File: config.mk
export PLATFORM = sky130hd
export DESIGN_NAME = bounded_task_queue_with_drain
export DESIGN_NICKNAME = d
export VERILOG_FILES = /design/src/hw/rtl/btq_pkg.sv /design/src/hw/rtl/btq_ram.sv /design/src/hw/rtl/bounded_task_queue_with_drain.sv
export SDC_FILE = /design/constraint.sdc
export NUM_CORES = 2
export LEC_CHECK = 0
export BUFFER_PORTS_ARGS = -buffer_cell sky130_fd_sc_hd__clkbuf_2
export CORE_UTILIZATION = 46
export DETAILED_ROUTE_END_ITERATION = 16
export PLACE_DENSITY = 0.7
export SYNTH_ARGS = -nofsm -noshare
export SYNTH_HDL_FRONTEND = slang
export SYNTH_SLANG_ARGS = --single-unit
export TNS_END_PERCENT = 20
File: constraint.sdc
create_clock -name clock -period 11.7 [get_ports clock]
set_input_delay 1.755 -clock clock [delete_from_list [all_inputs] [get_ports clock]]
set_output_delay 1.755 -clock clock [all_outputs]
set_load 0.01 [all_outputs]
File: src/hw/rtl/btq_pkg.sv
// ----------------------------------------------------------------------------
// btq_pkg
// Shared codes and types of the bounded task queue: command modes, result
// status codes, life-cycle states and sequencer states.
// ----------------------------------------------------------------------------
package btq_pkg;

   localparam int SEQ_BITS    = 64;
   localparam int LIMIT_BITS  = 5;
   localparam int DEPTH_BITS  = 5;
   localparam logic [LIMIT_BITS-1:0] LIMIT_RESET = 5'd16;

   typedef enum logic [2:0] {
      MODE_START       = 3'd0,
      MODE_POST        = 3'd1,
      MODE_POST_UNIQUE = 3'd2,
      MODE_BEGIN_STOP  = 3'd3,
      MODE_POP         = 3'd4
   } mode_type;

   typedef enum logic [2:0] {
      STATUS_ACCEPTED = 3'd0,
      STATUS_STOPPING = 3'd1,
      STATUS_OVERFLOW = 3'd2,
      STATUS_REFUSED  = 3'd3,
      STATUS_DONE     = 3'd4,
      STATUS_TASK_OUT = 3'd5,
      STATUS_TEARDOWN = 3'd6,
      STATUS_IDLE     = 3'd7
   } status_type;

   typedef enum logic [1:0] {
      LIFE_NEW       = 2'd0,
      LIFE_RUNNING   = 2'd1,
      LIFE_QUIESCING = 2'd2,
      LIFE_STOPPED   = 2'd3
   } life_type;

   typedef enum logic {
      SEQ_IDLE  = 1'b0,
      SEQ_FETCH = 1'b1
   } seq_state_type;

endpackage

File: src/hw/rtl/btq_ram.sv
// ----------------------------------------------------------------------------
// btq_ram
// Generic single-clock RAM with one write port and one read port; the read
// data is registered, so it appears in the cycle after the read request.
// ----------------------------------------------------------------------------
module btq_ram #(
   parameter int WIDTH = 8,
   parameter int DEPTH = 16,
   parameter int ADDR_BITS = (DEPTH > 1) ? $clog2(DEPTH) : 1
) (
   input  logic                 clock,
   input  logic                 wr_en,
   input  logic [ADDR_BITS-1:0] wr_addr,
   input  logic [WIDTH-1:0]     wr_data,
   input  logic                 rd_en,
   input  logic [ADDR_BITS-1:0] rd_addr,
   output logic [WIDTH-1:0]     rd_data
);

   logic [WIDTH-1:0] mem_ff [DEPTH];
   logic [WIDTH-1:0] rd_data_ff;

   always_ff @(posedge clock) begin
      if (wr_en) begin
         mem_ff[wr_addr] <= wr_data;
      end
      if (rd_en) begin
         rd_data_ff <= mem_ff[rd_addr];
      end
   end

   assign rd_data = rd_data_ff;

endmodule

File: src/hw/rtl/bounded_task_queue_with_drain.sv
// ----------------------------------------------------------------------------
// bounded_task_queue_with_drain
// Bounded FIFO of task tags under a new/running/quiescing/stopped life cycle.
//
// Each command beat on the req_ channel (mode, task_tag) yields exactly one
// result beat on the rsp_ channel. The queue entries (tag, sequence number and
// continuation mark) live in one RAM with a registered read port. Start,
// post, begin-stop, unknown modes and pops that find the queue empty
// complete in the accept cycle, and their result is valid on the next cycle,
// so they run at one beat per cycle while the receiver keeps up. A pop that
// hands out a task reads the head entry; req_ready is low during the read cycle.
// The result sits in an output register; a new command is accepted while a
// result waits only in the cycle in which that result is taken, so a stalled
// receiver holds off the request side.
// Reset empties the queue, sets the life state to new, restarts sequence
// numbers at 1 and sets max_pending to 16. csr_write_data is written to
// max_pending at any edge outside reset with csr_write_enable high.
// ----------------------------------------------------------------------------
module bounded_task_queue_with_drain #(
   parameter int QUEUE_DEPTH = 16,
   parameter int TAG_BITS    = 16
) (
   input  logic                clock,
   input  logic                reset,
   input  logic                req_valid,
   output logic                req_ready,
   input  logic [2:0]          req_mode,
   input  logic [TAG_BITS-1:0] req_task_tag,
   output logic                rsp_valid,
   input  logic                rsp_ready,
   output logic [2:0]          rsp_status,
   output logic [63:0]         rsp_sequence_res,
   output logic [4:0]          rsp_overflow_depth,
   output logic [TAG_BITS-1:0] rsp_out_tag,
   output logic                rsp_cancelled,
   output logic [1:0]          rsp_exec_state,
   output logic [4:0]          rsp_pending_depth,
   input  logic                csr_write_enable,
   input  logic [4:0]          csr_write_data
);

   import btq_pkg::*;

   localparam int PTR_BITS = (QUEUE_DEPTH > 1) ? $clog2(QUEUE_DEPTH) : 1;
   localparam int CNT_BITS = $clog2(QUEUE_DEPTH + 1);
   localparam int CMP_BITS = (CNT_BITS > LIMIT_BITS) ? CNT_BITS : LIMIT_BITS;
   localparam int ENTRY_BITS = TAG_BITS + SEQ_BITS + 1;
   localparam logic [PTR_BITS-1:0] LAST_PTR = PTR_BITS'(QUEUE_DEPTH - 1);
   localparam logic [CMP_BITS-1:0] DEPTH_CMP = CMP_BITS'(QUEUE_DEPTH);

   seq_state_type         seq_state_ff, seq_state_in;
   life_type              life_ff, life_in;
   logic [PTR_BITS-1:0]   head_ff, head_in;
   logic [PTR_BITS-1:0]   tail_ff, tail_in;
   logic [CNT_BITS-1:0]   count_ff, count_in;
   logic [SEQ_BITS-1:0]   next_seq_ff, next_seq_in;
   logic                  cont_pending_ff, cont_pending_in;
   logic [SEQ_BITS-1:0]   cont_seq_ff, cont_seq_in;
   logic                  teardown_ff, teardown_in;
   logic [LIMIT_BITS-1:0] max_pending_ff;
   logic                  pop_cancel_ff, pop_cancel_in;

   logic                  rsp_valid_ff;
   logic [2:0]            rsp_status_ff, rsp_status_in;
   logic [SEQ_BITS-1:0]   rsp_seq_ff, rsp_seq_in;
   logic [DEPTH_BITS-1:0] rsp_odepth_ff, rsp_odepth_in;
   logic [TAG_BITS-1:0]   rsp_tag_ff, rsp_tag_in;
   logic                  rsp_cancel_ff, rsp_cancel_in;
   logic [1:0]            rsp_exec_ff, rsp_exec_in;
   logic [DEPTH_BITS-1:0] rsp_pending_ff, rsp_pending_in;

   logic                  accept;
   logic                  load;
   logic                  wr_en;
   logic                  rd_en;
   logic [ENTRY_BITS-1:0] wr_data;
   logic [ENTRY_BITS-1:0] rd_data;
   logic [CMP_BITS-1:0]   limit;
   logic                  full;

   assign req_ready = (seq_state_ff == SEQ_IDLE) && (!rsp_valid_ff || rsp_ready);
   assign accept    = req_valid && req_ready;

   assign limit = (CMP_BITS'(max_pending_ff) > DEPTH_CMP) ? DEPTH_CMP
                                                           : CMP_BITS'(max_pending_ff);
   assign full  = CMP_BITS'(count_ff) >= limit;

   assign wr_data = {(req_mode == MODE_POST_UNIQUE), next_seq_ff, req_task_tag};

   btq_ram #(
      .WIDTH(ENTRY_BITS),
      .DEPTH(QUEUE_DEPTH),
      .ADDR_BITS(PTR_BITS)
   ) u_entry_ram (
      .clock  (clock),
      .wr_en  (wr_en),
      .wr_addr(tail_ff),
      .wr_data(wr_data),
      .rd_en  (rd_en),
      .rd_addr(head_ff),
      .rd_data(rd_data)
   );

   always_comb begin
      seq_state_in    = seq_state_ff;
      life_in         = life_ff;
      head_in         = head_ff;
      tail_in         = tail_ff;
      count_in        = count_ff;
      next_seq_in     = next_seq_ff;
      cont_pending_in = cont_pending_ff;
      cont_seq_in     = cont_seq_ff;
      teardown_in     = teardown_ff;
      pop_cancel_in   = pop_cancel_ff;
      wr_en           = 1'b0;
      rd_en           = 1'b0;
      load            = 1'b0;
      rsp_status_in   = STATUS_REFUSED;
      rsp_seq_in      = '0;
      rsp_odepth_in   = '0;
      rsp_tag_in      = '0;
      rsp_cancel_in   = 1'b0;
      unique case (seq_state_ff)
         SEQ_IDLE: begin
            if (accept) begin
               load = 1'b1;
               case (req_mode)
                  MODE_START: begin
                     if (life_ff == LIFE_NEW && max_pending_ff != '0) begin
                        life_in       = LIFE_RUNNING;
                        rsp_status_in = STATUS_DONE;
                     end
                  end
                  MODE_POST, MODE_POST_UNIQUE: begin
                     if (life_ff != LIFE_RUNNING) begin
                        rsp_status_in = STATUS_STOPPING;
                     end else if (req_mode == MODE_POST_UNIQUE && cont_pending_ff) begin
                        rsp_status_in = STATUS_ACCEPTED;
                        rsp_seq_in    = cont_seq_ff;
                     end else if (full) begin
                        rsp_status_in = STATUS_OVERFLOW;
                        rsp_odepth_in = DEPTH_BITS'(count_ff);
                     end else begin
                        wr_en         = 1'b1;
                        rsp_status_in = STATUS_ACCEPTED;
                        rsp_seq_in    = next_seq_ff;
                        next_seq_in   = next_seq_ff + 1'b1;
                        tail_in       = (tail_ff == LAST_PTR) ? '0 : tail_ff + 1'b1;
                        count_in      = count_ff + 1'b1;
                        if (req_mode == MODE_POST_UNIQUE) begin
                           cont_pending_in = 1'b1;
                           cont_seq_in     = next_seq_ff;
                        end
                     end
                  end
                  MODE_BEGIN_STOP: begin
                     if (life_ff == LIFE_RUNNING) begin
                        life_in       = LIFE_QUIESCING;
                        rsp_status_in = STATUS_DONE;
                     end
                  end
                  MODE_POP: begin
                     if (count_ff != '0) begin
                        load          = 1'b0;
                        rd_en         = 1'b1;
                        seq_state_in  = SEQ_FETCH;
                        pop_cancel_in = (life_ff == LIFE_QUIESCING);
                        head_in       = (head_ff == LAST_PTR) ? '0 : head_ff + 1'b1;
                        count_in      = count_ff - 1'b1;
                     end else if (life_ff == LIFE_QUIESCING && !teardown_ff) begin
                        teardown_in   = 1'b1;
                        life_in       = LIFE_STOPPED;
                        rsp_status_in = STATUS_TEARDOWN;
                     end else begin
                        rsp_status_in = STATUS_IDLE;
                     end
                  end
                  default: begin
                     rsp_status_in = STATUS_REFUSED;
                  end
               endcase
            end
         end
         SEQ_FETCH: begin
            load          = 1'b1;
            seq_state_in  = SEQ_IDLE;
            rsp_status_in = STATUS_TASK_OUT;
            rsp_tag_in    = rd_data[TAG_BITS-1:0];
            rsp_seq_in    = rd_data[TAG_BITS +: SEQ_BITS];
            rsp_cancel_in = pop_cancel_ff;
            if (rd_data[ENTRY_BITS-1]) begin
               cont_pending_in = 1'b0;
               cont_seq_in     = '0;
            end
         end
         default: begin
            seq_state_in = SEQ_IDLE;
         end
      endcase
      rsp_exec_in    = life_in;
      rsp_pending_in = DEPTH_BITS'(count_in);
   end

   always_ff @(posedge clock) begin
      if (reset) begin
         seq_state_ff    <= SEQ_IDLE;
         life_ff         <= LIFE_NEW;
         head_ff         <= '0;
         tail_ff         <= '0;
         count_ff        <= '0;
         next_seq_ff     <= SEQ_BITS'(1);
         cont_pending_ff <= 1'b0;
         cont_seq_ff     <= '0;
         teardown_ff     <= 1'b0;
         max_pending_ff  <= LIMIT_RESET;
         pop_cancel_ff   <= 1'b0;
         rsp_valid_ff    <= 1'b0;
      end else begin
         seq_state_ff    <= seq_state_in;
         life_ff         <= life_in;
         head_ff         <= head_in;
         tail_ff         <= tail_in;
         count_ff        <= count_in;
         next_seq_ff     <= next_seq_in;
         cont_pending_ff <= cont_pending_in;
         cont_seq_ff     <= cont_seq_in;
         teardown_ff     <= teardown_in;
         pop_cancel_ff   <= pop_cancel_in;
         if (csr_write_enable) begin
            max_pending_ff <= csr_write_data;
         end
         if (load) begin
            rsp_valid_ff <= 1'b1;
         end else if (rsp_ready) begin
            rsp_valid_ff <= 1'b0;
         end
      end
   end

   always_ff @(posedge clock) begin
      if (load) begin
         rsp_status_ff  <= rsp_status_in;
         rsp_seq_ff     <= rsp_seq_in;
         rsp_odepth_ff  <= rsp_odepth_in;
         rsp_tag_ff     <= rsp_tag_in;
         rsp_cancel_ff  <= rsp_cancel_in;
         rsp_exec_ff    <= rsp_exec_in;
         rsp_pending_ff <= rsp_pending_in;
      end
   end

   assign rsp_valid          = rsp_valid_ff;
   assign rsp_status         = rsp_status_ff;
   assign rsp_sequence_res   = rsp_seq_ff;
   assign rsp_overflow_depth = rsp_odepth_ff;
   assign rsp_out_tag        = rsp_tag_ff;
   assign rsp_cancelled      = rsp_cancel_ff;
   assign rsp_exec_state     = rsp_exec_ff;
   assign rsp_pending_depth  = rsp_pending_ff;

endmodule
# Yosys cells after proc, flatten, opt, wreduce, memory -nomap -nowiden
# Memories as Yosys holds them, arrays and structs flattened. A register that Yosys moved wholly into a read port is not among the register bits.
# Cells that the tools add are included.
[totals]
in_bits = 29
word_cells = 137
latch_bits = 0
ramBits = 1296
memories = 1
output_inout_bits = 98
regBits = 249
romBits = 0
[op_classes]
add_sub_neg = 5
muxes = 68
reduce_logical = 19
div_mod_pow = 0
multipliers = 0
bitwise_logic = 7
n_eq_ne = 16
shift = 0
magnitude_cmp = 2
[memory_table]
columns = ["memory", "depth", "width", "rd", "rd_clocked_by_memory_dff", "wr", "line_no", "text"]
rows = [
  ["u_entry_ram.mem_ff", 16, 81, 1, 1, 1, "btq_ram.sv:20", "logic [WIDTH-1:0] mem_ff [DEPTH];"],
]
[op_table]
columns = ["op", "n"]
rows = [
  ["64-bit 2-to-1 mux", 12],
  ["64-bit case mux with 2 select lines", 2],
  ["64-bit by 1-bit adder with 64-bit output (second input constant)", 1],
  ["5-bit 2-to-1 mux", 7],
  ["1-bit 2-to-1 mux", 25],
  ["2-bit 2-to-1 mux", 9],
  ["3-bit 2-to-1 mux", 4],
  ["3-bit case mux with 4 select lines", 1],
  ["5-bit case mux with 2 select lines", 1],
  ["5-bit nonzero test", 2],
  ["4-bit by 1-bit adder with 4-bit output (second input constant)", 2],
  ["4-bit equality test (second input constant)", 2],
  ["4-bit 2-to-1 mux", 2],
  ["2-bit by 1-bit != test with 1-bit output (second input constant)", 4],
  ["2-bit != test (second input constant)", 4],
  ["1-bit NOT", 7],
  ["7-bit AND reduction", 1],
  ["3-bit by 2-bit equality test with 1-bit output (second input constant)", 2],
  ["1-bit case mux with 2 select lines", 3],
  ["2-bit case mux with 3 select lines", 1],
  ["3-bit case mux with 2 select lines", 1],
  ["6-bit AND reduction", 1],
  ["6-bit OR reduction", 1],
  ["5-bit by 1-bit adder with 5-bit output (second input constant)", 1],
  ["16 further kinds", 21],
]

# Depth between registers and ports, before layout
[depth]
ltp_word = 11
mapped_depth = 11
depth_no_buf = 9

# Hierarchy
# From an unflattened synthesis, not the netlist that was laid out.
[hier_totals]
hier_cells = 3148
hier_area_um2 = 62210.9
[by_module_without_submodules]
columns = ["module", "cells_each", "seq_area_each_um2", "area_per_inst_um2", "n_inst"]
rows = [
  ["btq_ram", 2078, 41349.7, 50867.5, 1],
  ["bounded_task_queue_with_drain", 1070, 5945.7, 11343.4, 1],
]

# Worst setup path before layout
# OpenSTA, ideal clock, no wires.
[synth_path]
path_kind = "input to register"
startpoint = "in req_mode[1]"
endpoint = "mem u_entry_ram.mem_ff[3][0] in the netlist's numbering (enable)"
setup_time_ps = 619
arrival_ps = 8648
t_required_ps = 11081
setup_slack_ps = 2433
path_stages = 6
cell_sequence = "buf_4 -> nor3b_2 -> a21o_1 -> a2111oi_2 -> nand2_1 -> nor3_1"
[synth_between]
elab_chain_len = 9
word_cells_on_any_way = 11
[synth_rtl]
columns = ["item", "line_no", "text"]
rows = [
  ["from (decl)", "bounded_task_queue_with_drain.sv:27", "input logic [2:0] req_mode,"],
  ["3-bit by 2-bit equality test with 1-bit output (*)", "-", ""],
  ["net u_entry_ram.wr_data[80]", "btq_ram.sv:14", "input logic [WIDTH-1:0] wr_data,"],
  ["1-bit logical AND", "bounded_task_queue_with_drain.sv:137", "end else if (req_mode == MODE_POST_UNIQUE && cont_pending_ff) begin"],
  ["1-bit 2-to-1 mux", "bounded_task_queue_with_drain.sv:137", ""],
  ["1-bit 2-to-1 mux", "bounded_task_queue_with_drain.sv:135", "if (life_ff != LIFE_RUNNING) begin"],
  ["1-bit 2-to-1 mux (*)", "bounded_task_queue_with_drain.sv:127", "case (req_mode)"],
  ["1-bit 2-to-1 mux (*)", "bounded_task_queue_with_drain.sv:125", "if (accept) begin"],
  ["1-bit 2-to-1 mux (*)", "bounded_task_queue_with_drain.sv:123", "unique case (seq_state_ff)"],
  ["1-bit 2-to-1 mux (*)", "btq_ram.sv:24", "if (wr_en) begin"],
  ["1-bit 2-to-1 mux (implied by the code) (*)", "btq_ram.sv:25", "mem_ff[wr_addr] <= wr_data;"],
  ["to (decl)", "btq_ram.sv:20", ""],
]
# The timed path passes the listed nets; every way through them passes the cells marked *.

# Worst setup path after layout
[layout_path]
startpoint = "in req_mode[1]"
endpoint = "mem u_entry_ram.mem_ff[11][26] in the netlist's numbering (enable)"
# Same word-level chain as after synthesis.

==> summary.txt <==
Final layout
  – Footprint of the multi-input gates: around 14,000 µm²
  – Register area: about 47,000 µm²
  – Nets: 3,221
  – FILL cells: just over 10k
  – Synthesis-to-finish area growth: 13.35%
  – Final instance area: 70,200 µm²
  – Layout cells sized above 1: 0.2591
  – Post-route insts no fill: ~5k

Detailed routing
  – Vias per cell: 6.070
  – First-pass DRT Iterations: 6
  – WL/cell: 28.35 µm
  – Antenna viol nets, final: 0
  – Vias after detailed routing: 30.90k
  – Post-route DRC: 0
  – Detailed Route WL: between 100,000 and 150,000 µm
  – DR iter-0 viols: approximately 3.5k

Clock network
  – CTS Buf Count: 161
  – H-tree levels: 4
  – Clock root buffer: clkbuf_16
  – Clock latency on the worst-skew pair: 790 ps
  – Hold_buf cts: 0
  – Post-CTS setup buffers: 0
  – CTS tree: built
  – # clock sinks: 1,626
  – Clk slew on worst S/H paths: approximately 60 ps
  – Maximum buffer depth of the clock tree: 3
  – # resized after CTS: 0

Timing
  – Fin. Hold Viols: 0
  – Total negative setup slack: 0 ps
  – Max transition margin: 0.1726
  – Final worst-path cycle share: 0.5099
  – RSZ-0062 raised after global routing: no
  – Max Clock Freq: about 170 MHz
  – Finish-stage setup viols: 0
  – Min cycle time layout: 5966 ps
  – Fin Hold WS: around 480 ps
  – Worst-Margin Slew: 1238 ps
  – Skew final: around 32 ps
  – Final slew viol count: 0

Floorplanning
  – Core Box Area: about 130,000 µm²
  – FP Rows: approximately 130
  – Starting Density: 0.4641
  – Die footprint: 136,100 µm²
  – I/O pin total: around 130
  – DIE WIDTH: 368.9 µm
  – Die H: 368.9 µm

Setup path
  – Critical path endpoint category: flop
  – Worst r2r src: max_pending_ff[4]
  – WP data arrival: approximately 6400 ps
  – Worst reg-to-reg setup slack: 6560 ps
  – WP data required: 12,100 ps
  – Crit path max fanout: 50
  – Reg2Reg Capture Point: u_entry_ram.mem_ff[11][26]
  – Worst r2r path cells: 9
  – Worst Path Class, Setup: input pin to flop
  – CP startpoint kind: input pin
  – Critical Path Start: req_mode[1]

Yosys
  – Synth Register Bits: 1,626
  – Synth Net Count: 3,046
  – Post-synth EDFFs: approximately 1.5k
  – Syn_area_per_cell: between 20 and 25 µm²
  – Compound-Gate Fraction of Synth Area: 0.03168
  – Mux cell area share after synthesis: 0.1485
  – Xor-xnor portion of the synthesized cell area: 0.003556
  – Post-synthesis adder-cell area fraction: 0.002626
  – Ys Warns: 0
  – Main combinational cell family by area after synthesis: multiplexers
  – Synth async-reset ratio: 0
  – Area share of and/or/nand/nor cells after synthesis: 0.03808
  – Post-synthesis sequential area ratio: 0.7637
  – Synth Instances: around 3.0k
  – Count of different cell masters after synthesis: 62
  – Ys flop type: edfxtp_1
  – Mapped cell area: about 62,000 µm²

Power
  – Power Dens Cells: 166.9 nW/µm²
  – Peak supply drop: 0.1353 mV
  – Leakage: between 20 and 25 nW

Global routing
  – Total GRT Usage: 0.2149
  – Initial antenna violation count: 6
  – GRT overflow: 0
  – Vias in the first global route: 31.47k
  – Largest net degree at the start of global routing: 153
  – First-pass GRT wire length: 213,800 µm

Run
  – Max cap viols: 0

Place
  – Hpwl dp: 80,110 µm
  – Post-DP Area: 64,730 µm²
  – # port buffers: 126
  – Final GP Congestion: 0.8527
  – Placed insts: 4,784

Hold path
  – HP Class: flop to flop
  – WHS Endpoint: cont_seq_ff[31]
  – Hold Crit Start: cont_seq_ff[31]
  – Hold depth: 1

Status
  – Status: finished clean
-- final cells by class --
cell class                      instances  share of cell area
Antenna cell                            8           0.0002852
Clock buffer                          216             0.06238
Clock inverter                         83             0.01529
Inverter                               19            0.001052
Multi-Input combinational cell       1190              0.2001
Sequential cell                      1626              0.6740
Tap cell                             1768             0.03151
Timing Repair Buffer                  181             0.01544
-- cells in the mapped netlist, types with 3 or more instances --
cell type,instances,share of area
nand2_1,175,0.011
a21oi_1,60,0.0048
or4_1,19,0.0023
xnor2_1,12,0.0017
nand4b_1,5,0.00071
xor2_1,10,0.0014
or3_1,29,0.0029
nor3_2,3,0.00048
and2_1,28,0.0028
mux4_2,405,0.15
inv_1,18,0.0011
nand4_1,34,0.0034
mux2i_1,5,0.00081
buf_2,21,0.0017
dfxtp_1,153,0.049
and3_1,14,0.0014
a311oi_1,3,0.00042
buf_1,50,0.0030
nor3_1,17,0.0014
nand3_1,34,0.0027
o21ai_0,34,0.0027
nor2_1,63,0.0038
edfxtp_1,1473,0.71
a21o_1,5,0.00061
or2_2,3,0.00030
a31oi_1,6,0.00061
nor4b_1,3,0.00042
nor2b_1,5,0.00051
clkbuf_1,96,0.0058
ha_1,13,0.0026
nor4_1,15,0.0015
o31ai_1,18,0.0022
a22oi_1,65,0.0079
nand2b_1,4,0.00040
and4_1,8,0.0011
a22o_1,64,0.0091
-- cells by family after synthesis --
kind of cell / Yosys count
flip-flops: 1626
AND/OR/NAND/NOR: 465
multiplexers: 412
AO/OA/AOI/OAI: 277
buffers and inverters: 188
XOR/XNOR: 23
adder cells (fa/ha/maj): 13
-- how the worst max path moves through the flow --
| stage | end | slack [ps] | cells past startpoint |
|---|---|---|---|
| 2_1_floorplan | u_entry_ram.mem_ff[3][0] | 2430 | 6 |
| 3_3_place_gp | u_entry_ram.mem_ff[11][14] | 5120 | 8 |
| 3_5_place_dp | u_entry_ram.mem_ff[11][26] | 5070 | 8 |
| 4_1_cts | u_entry_ram.mem_ff[10][0] | 5910 | 8 |
| 5_1_grt | u_entry_ram.mem_ff[11][26] | 5650 | 8 |
| 6_report | u_entry_ram.mem_ff[11][26] | 5730 | 8 |
-- power by group --
group          switching (W)  internal (W)
Sequential         0.0000131       0.00628
Clock                0.00221       0.00308
Combinational      0.0000982     0.0000397
-- metal layers --
layer / track usage / vias to the layer above / wire length [µm]
li1: - / 12880 / -
met1: 0.3051 / 16440 / 60040
met2: 0.3319 / 1379 / 68250
met3: 0.05543 / 201 / 13420
met4: 0.05594 / 2 / 2613
met5: 0 / - / 13
-- per-stage QoR --
stage          setup slack, ps  utilization  power [W]
3_5_place_dp              5067       0.4850   0.006559
4_1_cts                   5907       0.5259    0.01181
5_1_grt                   5648       0.5259    0.01203
2_1_floorplan             2433            -   0.006487
6_report                  5734       0.5260    0.01172
3_3_place_gp              5122       0.4850   0.006557
-- critical path, cell delays in order --
cell       delay (ps)
clkbuf_2          190
nor3b_2           200
buf_4             220
a21o_1            360
a2111oi_2        1100
nand2_1           500
nor2_4           1050
buf_4             860
-- sequential cells by signal, summed over array words and instances, names as in the netlist --
name,cells
u_entry_ram.mem_ff,1296
u_entry_ram.rd_data,81
cont_seq_ff,64
next_seq_ff,64
rsp_sequence_res,64
rsp_out_tag,16
count_ff,5
max_pending_ff,5
rsp_overflow_depth,5
rsp_pending_depth,5
head_ff,4
tail_ff,4
rsp_status,3
life_ff,2
rsp_exec_state,2
cont_pending_ff,1
pop_cancel_ff,1
rsp_cancelled,1
rsp_valid,1
seq_state_ff,1
teardown_ff,1
-- placed cells by master, fill, tap and decap left out, types with 24 or more instances in the layout --
cell type	n
edfxtp_1	1473
mux4_2	405
nand2_1	175
clkbuf_16	164
dfxtp_1	148
clkbuf_2	125
a22oi_1	65
a22o_1	64
a21oi_1	60
buf_4	53
nor2_1	50
clkbuf_1	44
nand3_1	34
o21ai_0	34
nand4_1	34
or3_1	29
and2_1	28
clkinv_1	24
Power figures use the tool's default switching activity.
